**src/rtl/core/imgrot_pkg.sv**
```systemverilog
package imgrot_pkg;

    // Field widths
    localparam int PIX_W      = 8;
    localparam int COORD_W    = 9;
    localparam int SRC_POS_W  = 8;
    localparam int TRIG_W     = 16;
    localparam int SIZE_W     = 9;
    localparam int WORD_W     = 4 * PIX_W;
    localparam int CFG_IDX_W  = 2;
    localparam int CFG_DATA_W = 16;

    // Parameter defaults
    localparam int MAX_ROWS_DEF  = 256;
    localparam int MAX_COLS_DEF  = 256;
    localparam int FRAC_BITS_DEF = 14;

    // Datapath widths: the multiplier takes a 26-bit signed operand
    // (box minimum, coordinate or size) against a 16-bit trig value
    localparam int MUL_A_W = 26;
    localparam int PROD_W  = MUL_A_W + TRIG_W;
    localparam int SPAN_W  = 26;
    localparam int L_W     = PROD_W + 1;
    localparam int H_W     = 27;

    localparam int MUL_STEPS = 12;
    localparam int STEP_W    = 4;

    localparam logic [PIX_W-1:0]  PIX_FULL  = 8'hFF;
    localparam logic [PIX_W-1:0]  PIX_NONE  = 8'h00;
    localparam logic [SIZE_W-1:0] SIZE_SAT  = 9'd511;

    // Request codes
    localparam logic REQ_LOAD  = 1'b0;
    localparam logic REQ_FETCH = 1'b1;

    // Register indexes
    localparam logic [CFG_IDX_W-1:0] CFG_COS  = 2'd0;
    localparam logic [CFG_IDX_W-1:0] CFG_SIN  = 2'd1;
    localparam logic [CFG_IDX_W-1:0] CFG_ROWS = 2'd2;
    localparam logic [CFG_IDX_W-1:0] CFG_COLS = 2'd3;

    localparam logic signed [TRIG_W-1:0] COS_RESET  = 16'sd16384;
    localparam logic signed [TRIG_W-1:0] SIN_RESET  = 16'sd0;
    localparam logic [SIZE_W-1:0]        ROWS_RESET = 9'd256;
    localparam logic [SIZE_W-1:0]        COLS_RESET = 9'd256;

    typedef struct packed {
        logic signed [TRIG_W-1:0] cos_q;
        logic signed [TRIG_W-1:0] sin_q;
        logic [SIZE_W-1:0]        src_rows;
        logic [SIZE_W-1:0]        src_cols;
    } cfg_t;

    typedef enum logic [2:0] {
        A_NR1,
        A_NC1,
        A_RMIN,
        A_CMIN,
        A_OROW,
        A_OCOL
    } a_sel_t;

    typedef enum logic {
        B_COS,
        B_SIN
    } b_sel_t;

    typedef enum logic [2:0] {
        D_NONE,
        D_BOX_R,
        D_BOX_C,
        D_L_R,
        D_L_C,
        D_H_R,
        D_H_C
    } dst_t;

    typedef struct packed {
        logic   wr_en;
        logic   capture;
        a_sel_t a_sel;
        b_sel_t b_sel;
        dst_t   dst;
        logic   clr;
        logic   neg;
        logic   sum_en;
        logic   map_en;
        logic   rd_en;
        logic   out_ld;
    } dp_cmd_t;

endpackage

```
**src/rtl/core/imgrot_ctrl.sv**
```systemverilog
module imgrot_ctrl (
    input  logic                clk,
    input  logic                rst_n,
    input  logic                in_valid,
    input  logic                in_req_type,
    output logic                in_ready,
    output logic                out_valid,
    input  logic                out_ready,
    output imgrot_pkg::dp_cmd_t cmd
);

    typedef enum logic [6:0] {
        S_IDLE  = 7'b0000001,
        S_MUL   = 7'b0000010,
        S_DRAIN = 7'b0000100,
        S_SUM   = 7'b0001000,
        S_MAP   = 7'b0010000,
        S_READ  = 7'b0100000,
        S_OUT   = 7'b1000000
    } state_t;

    typedef struct packed {
        imgrot_pkg::a_sel_t a_sel;
        imgrot_pkg::b_sel_t b_sel;
        imgrot_pkg::dst_t   dst;
        logic               clr;
        logic               neg;
    } step_t;

    // Product schedule: box corners, box offset terms, then the output coordinate terms
    function automatic step_t step_entry(input logic [imgrot_pkg::STEP_W-1:0] idx);
        step_t e;
        e = '{imgrot_pkg::A_NR1, imgrot_pkg::B_COS, imgrot_pkg::D_NONE, 1'b0, 1'b0};
        case (idx)
            4'd0:    e = '{imgrot_pkg::A_NR1,  imgrot_pkg::B_COS, imgrot_pkg::D_BOX_R, 1'b1, 1'b0};
            4'd1:    e = '{imgrot_pkg::A_NC1,  imgrot_pkg::B_SIN, imgrot_pkg::D_BOX_R, 1'b0, 1'b0};
            4'd2:    e = '{imgrot_pkg::A_NC1,  imgrot_pkg::B_COS, imgrot_pkg::D_BOX_C, 1'b1, 1'b0};
            4'd3:    e = '{imgrot_pkg::A_NR1,  imgrot_pkg::B_SIN, imgrot_pkg::D_BOX_C, 1'b0, 1'b1};
            4'd4:    e = '{imgrot_pkg::A_RMIN, imgrot_pkg::B_COS, imgrot_pkg::D_L_R,   1'b1, 1'b0};
            4'd5:    e = '{imgrot_pkg::A_CMIN, imgrot_pkg::B_SIN, imgrot_pkg::D_L_R,   1'b0, 1'b1};
            4'd6:    e = '{imgrot_pkg::A_RMIN, imgrot_pkg::B_SIN, imgrot_pkg::D_L_C,   1'b1, 1'b0};
            4'd7:    e = '{imgrot_pkg::A_CMIN, imgrot_pkg::B_COS, imgrot_pkg::D_L_C,   1'b0, 1'b0};
            4'd8:    e = '{imgrot_pkg::A_OROW, imgrot_pkg::B_COS, imgrot_pkg::D_H_R,   1'b1, 1'b0};
            4'd9:    e = '{imgrot_pkg::A_OCOL, imgrot_pkg::B_SIN, imgrot_pkg::D_H_R,   1'b0, 1'b1};
            4'd10:   e = '{imgrot_pkg::A_OROW, imgrot_pkg::B_SIN, imgrot_pkg::D_H_C,   1'b1, 1'b0};
            4'd11:   e = '{imgrot_pkg::A_OCOL, imgrot_pkg::B_COS, imgrot_pkg::D_H_C,   1'b0, 1'b0};
            default: e = '{imgrot_pkg::A_NR1,  imgrot_pkg::B_COS, imgrot_pkg::D_NONE,  1'b0, 1'b0};
        endcase
        return e;
    endfunction

    localparam logic [imgrot_pkg::STEP_W-1:0] LAST_STEP =
        imgrot_pkg::STEP_W'(imgrot_pkg::MUL_STEPS - 1);

    state_t                          state_reg, state_next;
    logic [imgrot_pkg::STEP_W-1:0]   step_reg, step_next;
    imgrot_pkg::dst_t                acc_dst_reg, acc_dst_next;
    logic                            acc_clr_reg, acc_clr_next;
    logic                            acc_neg_reg, acc_neg_next;
    logic                            out_valid_reg, out_valid_next;
    step_t                           cur;
    logic                            accept;
    logic                            slot_free;

    assign in_ready  = (state_reg == S_IDLE);
    assign accept    = in_valid && in_ready;
    assign slot_free = !out_valid_reg || out_ready;
    assign out_valid = out_valid_reg;
    assign cur       = step_entry(step_reg);

    always_comb
    begin
        state_next     = state_reg;
        step_next      = step_reg;
        acc_dst_next   = imgrot_pkg::D_NONE;
        acc_clr_next   = 1'b0;
        acc_neg_next   = 1'b0;
        out_valid_next = out_valid_reg && !out_ready;

        cmd         = '0;
        cmd.a_sel   = cur.a_sel;
        cmd.b_sel   = cur.b_sel;
        cmd.dst     = acc_dst_reg;
        cmd.clr     = acc_clr_reg;
        cmd.neg     = acc_neg_reg;

        case (state_reg)
            S_IDLE:
            begin
                if (accept)
                begin
                    if (in_req_type == imgrot_pkg::REQ_FETCH)
                    begin
                        cmd.capture = 1'b1;
                        step_next   = '0;
                        state_next  = S_MUL;
                    end
                    else
                    begin
                        cmd.wr_en = 1'b1;
                    end
                end
            end
            S_MUL:
            begin
                // queue this product's accumulate for the cycle after
                acc_dst_next = cur.dst;
                acc_clr_next = cur.clr;
                acc_neg_next = cur.neg;
                step_next    = step_reg + 1'b1;
                if (step_reg == LAST_STEP)
                begin
                    state_next = S_DRAIN;
                end
            end
            S_DRAIN:
            begin
                state_next = S_SUM;
            end
            S_SUM:
            begin
                cmd.sum_en = 1'b1;
                state_next = S_MAP;
            end
            S_MAP:
            begin
                cmd.map_en = 1'b1;
                state_next = S_READ;
            end
            S_READ:
            begin
                cmd.rd_en  = 1'b1;
                state_next = S_OUT;
            end
            S_OUT:
            begin
                if (slot_free)
                begin
                    cmd.out_ld     = 1'b1;
                    out_valid_next = 1'b1;
                    state_next     = S_IDLE;
                end
            end
            default:
            begin
                state_next = S_IDLE;
            end
        endcase
    end

    always_ff @(posedge clk or negedge rst_n)
    begin
        if (!rst_n)
        begin
            state_reg     <= S_IDLE;
            step_reg      <= '0;
            acc_dst_reg   <= imgrot_pkg::D_NONE;
            acc_clr_reg   <= 1'b0;
            acc_neg_reg   <= 1'b0;
            out_valid_reg <= 1'b0;
        end
        else
        begin
            state_reg     <= state_next;
            step_reg      <= step_next;
            acc_dst_reg   <= acc_dst_next;
            acc_clr_reg   <= acc_clr_next;
            acc_neg_reg   <= acc_neg_next;
            out_valid_reg <= out_valid_next;
        end
    end

endmodule

```
**config.mk**
```make
export PLATFORM = sky130hd
export DESIGN_NAME = imgrot_ctrl
export DESIGN_NICKNAME = d
export VERILOG_FILES = /design/src/rtl/core/imgrot_pkg.sv /design/src/rtl/core/imgrot_ctrl.sv
export SDC_FILE = /design/constraint.sdc
export NUM_CORES = 1
export LEC_CHECK = 0
export CELL_PAD_IN_SITES_DETAIL_PLACEMENT = 0
export CELL_PAD_IN_SITES_GLOBAL_PLACEMENT = 2
export CORE_MARGIN = 4
export CORE_UTILIZATION = 40
export DETAILED_ROUTE_END_ITERATION = 12
export DONT_BUFFER_PORTS = 1
export PLACE_DENSITY = 0.87
export SYNTH_ARGS = -nofsm -noshare
export SYNTH_HDL_FRONTEND = slang
export SYNTH_SLANG_ARGS = --single-unit
```
**constraint.sdc**
```tcl
create_clock -name clk -period 4.4 [get_ports clk]
set_clock_uncertainty 0.1 [all_clocks]
set_input_delay 0 -clock clk [delete_from_list [all_inputs] [get_ports clk]]
set_output_delay 0 -clock clk [all_outputs]
set_load 0.005 [all_outputs]
```
[After elaboration in Yosys (flattened, before gate mapping)]
Memory sizes are Yosys's and may differ from the RTL's.
Index checks and enable logic that the tools add are counted.
Operators by class
  add/sub/neg operators: 1
  equal/unequal tests: 12
  muxes and demuxes: 22
  reductions and logical operators: 8
Operator list (number)
  one-hot mux 7 bit (7 select lines): 1
  two-way mux 7 bit: 4
  two-way mux 1 bit: 11
  two-way mux 4 bit: 2
  one-hot mux 4 bit (2 select lines): 1
  equality test 7 x 1 -> 1 bit, second input constant: 1
  equality test 7 x 2 -> 1 bit, second input constant: 1
  equality test 7 x 3 -> 1 bit, second input constant: 1
  equality test 7 x 4 -> 1 bit, second input constant: 1
  equality test 7 x 5 -> 1 bit, second input constant: 1
  equality test 7 x 6 -> 1 bit, second input constant: 1
  equality test 7 bit, second input constant: 1
  inequality test 2 bit, second input constant: 3
  adder 4 x 1 -> 4 bit, second input constant: 1
  equality test 4 bit, second input constant: 1
  two-way mux 2 bit: 2
  AND reduction 4 bit: 1
  two-way mux 3 bit: 1
  AND reduction 3 bit: 1
  logical AND 1 bit: 2
  zero test 1 bit: 2
  inequality test 2 x 1 -> 1 bit, second input constant: 1
  nonzero test 2 bit: 1
  logical OR 1 bit: 1
Storage, ports and cells
  bits in registers: 17
  memory bits (read-only): 144
  logic and storage cells: 50
  memories kept: 1
Memories
  (no name shown): depth 16, width 9, read ports 1, clocked after memory_dff 0, write ports 0, line imgrot_ctrl.sv:34  | case (idx)

[Longest topological paths before layout]
Gate-level depths: netlist of the first run.
  depth in word-level cells: 4
  depth in mapped cells: 5
  depth with buffers taken out: 5

[Least setup slack after synthesis of the first run]
OpenSTA, ideal clock, no wires.
  kind: flip-flop to flip-flop
  start: register state_reg[2]
  end: register acc_clr_reg
  setup time: 87 ps
  arrival time: 1612 ps
  required time: 4213 ps
  path slack: 2601 ps
  cell stages (with the launch flop): 6
  path buffers: 2
  clock period less this slack: 1799 ps
  cell sequence: dfrtp_1 buf_6 or4_4 or3_1 buf_6 a211oi_2
On the way
  longest elaborated chain between the ends: 2
RTL lines
  start, declared: line imgrot_ctrl.sv:55  | state_t state_reg, state_next;
  start signal, assigned: line imgrot_ctrl.sv:164  | state_reg <= state_next;
  equality test 7 x 2 -> 1 bit: line imgrot_ctrl.sv:87  | case (state_reg)
  two-way mux 1 bit: line imgrot_ctrl.sv:87
  net acc_clr_next: line imgrot_ctrl.sv:58  | logic acc_clr_reg, acc_clr_next;
  end signal, assigned: line imgrot_ctrl.sv:167  | acc_clr_reg <= acc_clr_next;
  end, declared: line imgrot_ctrl.sv:58
The timed path passes the listed nets, and every way through them passes these cells.
A chain may end at the register's enable or synchronous reset.

==> impl_results.md, run 1 <==
* Pin count of the biggest net entering global routing at 18
* Hold Violations, Final at 0
* Hold Path Stages at 2
* Crit Path Max Fanout at 6
* Arr. time, crit path at around 1.9 ns
* HP Start: out_ready
* Syn_area_per_cell at around 9.8 sq um
* WL final at approximately 2100 um
* ANT nets after route at 0
* Port Buffers at 0
* Final setup TNS at 0 ns
* Synth async-reset ratio at 100%
* Vias per std cell at around 5.6
* Register bit total from synthesis at 17
* DRT iter0 DRCs at 31
* Cell variety after synth at 37
* Worst r2r dst: acc_clr_reg
* Worst VDD drop at roughly 160 uV
* Antenna diodes at 0
* Seq/Total Area, Yosys at around 40%
* # DRC at 0
* Fmax at 502 MHz
* Synth Flop Type: dfrtp_1
* GR Util met1 at between 20% and 30%
* Root Driver: clkbuf_4
* Period utilization at a little under half
* Total GRT Usage at 13.9%
* Commonest non-fill, non-tap cell in the layout: dfrtp_1
* Fin nets at between 100 and 150
* Hold EP: cmd[0]
* Reg2Reg Depth at 3
* EDFF count, synth at 0
* Area of the multi-input gates at ~550 sq um
* Clk slew on worst S/H paths at approximately 0.10 ns
* Deepest clock path buffer count at 2
* Vias in the first global route at 770
* Seq. cell area at between 400 and 500 sq um
* Post CTS Setup Buffer Count at 0
* Status: completed
* Site Rows at 18
* Layout fillers at ~250
* Vias at 780
* Placed wire-length estimate at around 1600 um
* GRT overflow at 0
* Most frequent cells in the layout: 16 x dfrtp_1, 11 x nor2_1, 8 x inv_1, 8 x ha_1, 6 x nor2b_1
* Clock Sinks at 17
* Starting Density at 42.2%
* Die Span Y at between 50 and 60 um
* CTS tree: built
* I/O pins at 22
* Worst setup margin at ~2.4 ns
* Syn. warnings at 0
* TritonCTS buffer count at 3
* RR Startpoint: state_reg[5]
* Layout cell share with drive strength beyond 1 at 8.18%
* CP Launch Type: flip-flop
* Initial antenna violation count at 0
* Avg WL per Cell at approximately 15 um
* Drt first pass iters at 3
* Setup crit end kind: output pin
* Max reg flops at 7
* PostCTS Resize Cnt at 0
* Top Usage Layer GRT: met1
* Rel. slew slack at 48.1%
* Worst slack at placement at 2.52 ns
* Worst setup path category: flip-flop to output pin
* Worst path required time at about 4.3 ns
* Met2 GRT Util at 19.5%
* Final Max Slew Viols at 0
* Met3 Use GR at 3.27%
* Post-Syn Instances at around 110
* Worst-Margin Slew at 0.776 ns
* Hold Buf Count CTS at 5
* P_leak at 0.491 nW
* FF-to-FF setup slack at roughly 2.5 ns
* RSZ-0062 raised after global routing: no
* DP Area at about 0.0010 sq mm
* Min cycle time layout at around 2 ns
* Area grow syn2layout at 6.29%
* Global-route wire length before repair at around 3700 um
* Finished Cell Area at about 0.0011 sq mm
* PD cells at around 380 mW/mm^2
* Syn Nets at approximately 120
* Area of the core at roughly 0.0025 sq mm
* Htree depth at 1
* Gpl congestion at slightly above 0.8
* Finish-stage setup viols at 0
* Full die area at ~0.0035 sq mm
* Die Wd at approximately 59 um
* HP Class: primary input to output pin
* Maxcap violations at 0
* Skew-Pair Late Insertion Delay at 0.28 ns
* Synthesized area at between 0.001 and 0.0015 sq mm
final cells by class:
type                            instances  share of cell area [%]
Clock buffer                            3                    2.01
Clock inverter                          1                   0.446
Inverter                                8                    2.68
Multi-Input combinational cell         76                    49.0
Sequential cell                        17                    38.1
Tap cell                               30                    3.35
Timing Repair Buffer                    5                    4.46
report_power, final:
group	switching [mW]	internal, mW	leakage, nW
combinational	0.0800	0.0625	0.241
sequential	0.0320	0.177	0.232
clock	0.0460	0.0337	0.0177
total	0.158	0.273	0.491
kinds of logic after synthesis:
group / after synthesis / share of synthesized area [%]
compound gates: 17 / 11.6
flops: 17 / 40.5
simple gates: 46 / 26.2
fa+ha+maj: 8 / 9.49
xor+xnor: 1 / 0.831
buf+inv: 15 / 7.47
mux: 4 / 3.91
how the worst max path moves through the flow:
stage / from / to / slack [ns] / cells after the start
6_report: state_reg[5] / cmd[14] / 2.41 / 3
5_1_grt: state_reg[5] / cmd[14] / 2.25 / 3
4_1_cts: state_reg[5] / cmd[14] / 2.38 / 3
3_5_place_dp: state_reg[5] / acc_clr_reg / 2.52 / 3
3_3_place_gp: state_reg[5] / acc_clr_reg / 2.56 / 3
2_1_floorplan: state_reg[2] / acc_clr_reg / 2.60 / 5
metrics by stage:
step                hold slack, ns  instances  power [mW]  util, %
floorplan                   -0.396        108       0.317        -
global placement            -0.395        131       0.343     41.7
detailed placement          -0.395        131       0.349     41.7
CTS                        0.00378        140       0.437     44.8
global route                0.0132        140       0.471     44.8
finish                     0.00115        140       0.431     44.8
synthesized netlist by cell type (2+ instances only):
master / n / area, sq um
nor2_1: 11 / 41.3
nand2b_1: 4 / 25.0
a22o_1: 2 / 17.5
nand3_1: 3 / 15.0
o21ai_0: 2 / 10.0
or3_1: 4 / 25.0
a211oi_1: 2 / 15.0
dfrtp_1: 16 / 400
nand2_1: 2 / 7.51
mux2i_1: 3 / 30.0
o221ai_1: 2 / 17.5
ha_1: 8 / 100
nor4_1: 2 / 12.5
buf_4: 2 / 15.0
nand3b_1: 2 / 15.0
nor3b_1: 3 / 22.5
buf_6: 2 / 22.5
nor4b_1: 2 / 17.5
clkbuf_1: 3 / 11.3
inv_1: 8 / 30.0
a21oi_1: 4 / 20.0
nor2b_1: 6 / 37.5
critical path, stage by stage (launching register included):
cell	delay, ns
dfrtp_1	0.46
nor4_1	0.51
nand2b_1	0.27
nor4_1	0.37
layer usage:
layer	wire, um	part of all wire (%)
met1	1080	51
met2	922	44
met3	89	4.2
met4	12	0.57
met5	0	0
Power figures use the tool's default switching activity.
==> run 2, diff against run 1 <==
Settings changed: CORE_UTILIZATION 40 to 37, PLACE_DENSITY 0.87 to 0.81.
Clock period 4.4 ns to 2 ns, I/O delays scaled along.
==> run 2 against run 1 <==
Compared with the run above:
- global-route usage decreased by 0.69 points
- critical endpoint unchanged
- largest cell class unchanged
- setup slack worse by 2.3 ns
- register-to-register slack got worse by 2.3 ns
- utilization fell by 2.3 points
- count of clock-buffer cells in the layout rose by 1
- die area up 7.0%
- via count decreased by 0.64%
- design area is 3.7% higher
- first-iteration DRC count down 35%
- sequential power up 120%
- critical path type unchanged
==> impl_results.md, run 2 (synthesized netlist as in run 1, its figures left out) <==
* Initial antenna violation count at 0
* Met3 Use GR at 2.52%
* Min cycle time layout at approximately 1.8 ns
* Drt first pass iters at 2
* Most frequent CP cell: buf_4
* Worst slack at placement at ~0.12 ns
* Area of the multi-input gates at between 500 and 600 sq um
* Fmax at 541 MHz
* Worst path required time at 1.90 ns
* Fin nets at about 130
* Hold Violations, Final at 0
* Finish-stage setup viols at 0
* RSZ-0062 raised after global routing: no
* Deepest clock path buffer count at 2
* Top Usage Layer GRT: met1
* Die Span Y at just over 60 um
* Vias per std cell at around 5.3
* Critical Path, Cell by Cell: buf_4 -> nor4_1 -> buf_4 -> nand2b_1 -> nor4_2
* Clock Sinks at 17
* Max reg flops at 7
* Final Max Slew Viols at 0
* DP Area at around 0.0011 sq mm
* Gpl congestion at about 0.7
* Status: completed
* Core Util, Final at 42.5%
* Final Hold Slack at between 0.002 and 0.003 ns
* Most frequent cells in the layout: 16 x dfrtp_1, 11 x nor2_1, 8 x inv_1, 8 x ha_1, 6 x nor2b_1
* Clk slew on worst S/H paths at ~0.10 ns
* Worst setup path category: flip-flop to output pin
* Global-route wire length before repair at about 3600 um
* Pin count of the biggest net entering global routing at 18
* Vias in the first global route at between 700 and 800
* Root Driver: clkbuf_4
* DRT iter0 DRCs at 20
* Avg WL per Cell at 14.7 um
* Seq. cell area at roughly 430 sq um
* ANT nets after route at 0
* WL final at approximately 2100 um
* Antenna diodes at 0
* TritonCTS buffer count at 3
* Arr. time, crit path at about 1.8 ns
* Vias at 775
* Placed cell count at roughly 140
* Fin cells at roughly 150
* GR Util met1 at a little under 20%
* Htree depth at 1
* Final setup TNS at 0 ns
* Port Buffers at 0
* Placed wire-length estimate at around 1600 um
* CP Launch Type: flip-flop
* Rel. slew slack at roughly half
* Max incr delay on CP at 0.40 ns
* Die Wd at between 60 and 70 um
* Maxcap violations at 0
* Starting Density at 38.6%
* Total GRT Usage at between 10% and 20%
* CP max stage cell: dfrtp_1
* Post CTS Setup Buffer Count at 0
* Site Rows at 19
* Layout cell share with drive strength beyond 1 at 12.3%
* P_leak at about 0.5 nW
* Area of the core at 0.00273 sq mm
* Overall Power at roughly 0.97 mW
* Worst setup margin at 0.152 ns
* PD cells at between 800 and 900 mW/mm^2
* Crit Path Max Fanout at 8
* Area grow syn2layout at 10.2%
* Setup crit end kind: output pin
* Skew-Pair Late Insertion Delay at 0.29 ns
* Period utilization at ~92%
* Layout fillers at about 280
* HP Class: primary input to output pin
* Full die area at 0.00377 sq mm
* Worst VDD drop at about 490 uV
* GRT overflow at 0
* Finished Cell Area at between 0.001 and 0.0015 sq mm
* CTS tree: built
* Worst-Margin Slew at around 0.74 ns
* Met2 GRT Util at a little under a fifth
* Commonest non-fill, non-tap cell in the layout: dfrtp_1
* # DRC at 0
* I/O pins at 22
## run 2: cell types whose count changed in the layout (fill, tap and decap cells not counted), sizes merged
cell	change
clkbuf	+1
buf	+4
clkinv	-1
## run 2: repair_timing
action	CTS	global route
endpoints found under the setup margin	0	2
resized for setup	0	2
endpoints found under the hold margin	21	0
hold buffers	5	0
## run 2: path summary, 6_finish.rpt
check	startpoint	end	slack (ns)	depth (start not counted)
min reg2reg	state_reg[2]	state_reg[4]	0.51	2
max reg2reg	state_reg[5]	acc_clr_reg	0.19	3
min in group asynchronous	rst_n	state_reg[5]	0.10	1
max in group asynchronous	rst_n	step_reg[2]	1.23	1
max	state_reg[2]	cmd[14]	0.15	5
min	out_ready	cmd[0]	0.003	2
## run 2: worst max-delay path: cells and delay by family (launching register included)
kind | cells | cell delay [ns]
flops | 1 | 0.40
buf+inv | 2 | 0.34
simple gates | 3 | 0.72
## run 2: power breakdown
part	switching, mW	internal (mW)
registers	0.0714	0.389
logic	0.173	0.146
clock network	0.112	0.0777
total	0.357	0.612
## run 2: per-layer routing
metal / part of all wire, % / up-vias
met2: 42 / 19
li1: - / 396
met1: 51 / 356
met4: 2.2 / 0
met3: 4.9 / 4
met5: 0 / -
## run 2: layout make-up
cell class / instances / share of cell area (%)
sequential: 17 / 36.7
inverter: 8 / 2.58
tap: 31 / 3.34
timing repair buffer: 9 / 6.89
multi-input combinational: 76 / 48.2
clock buffer: 4 / 2.26
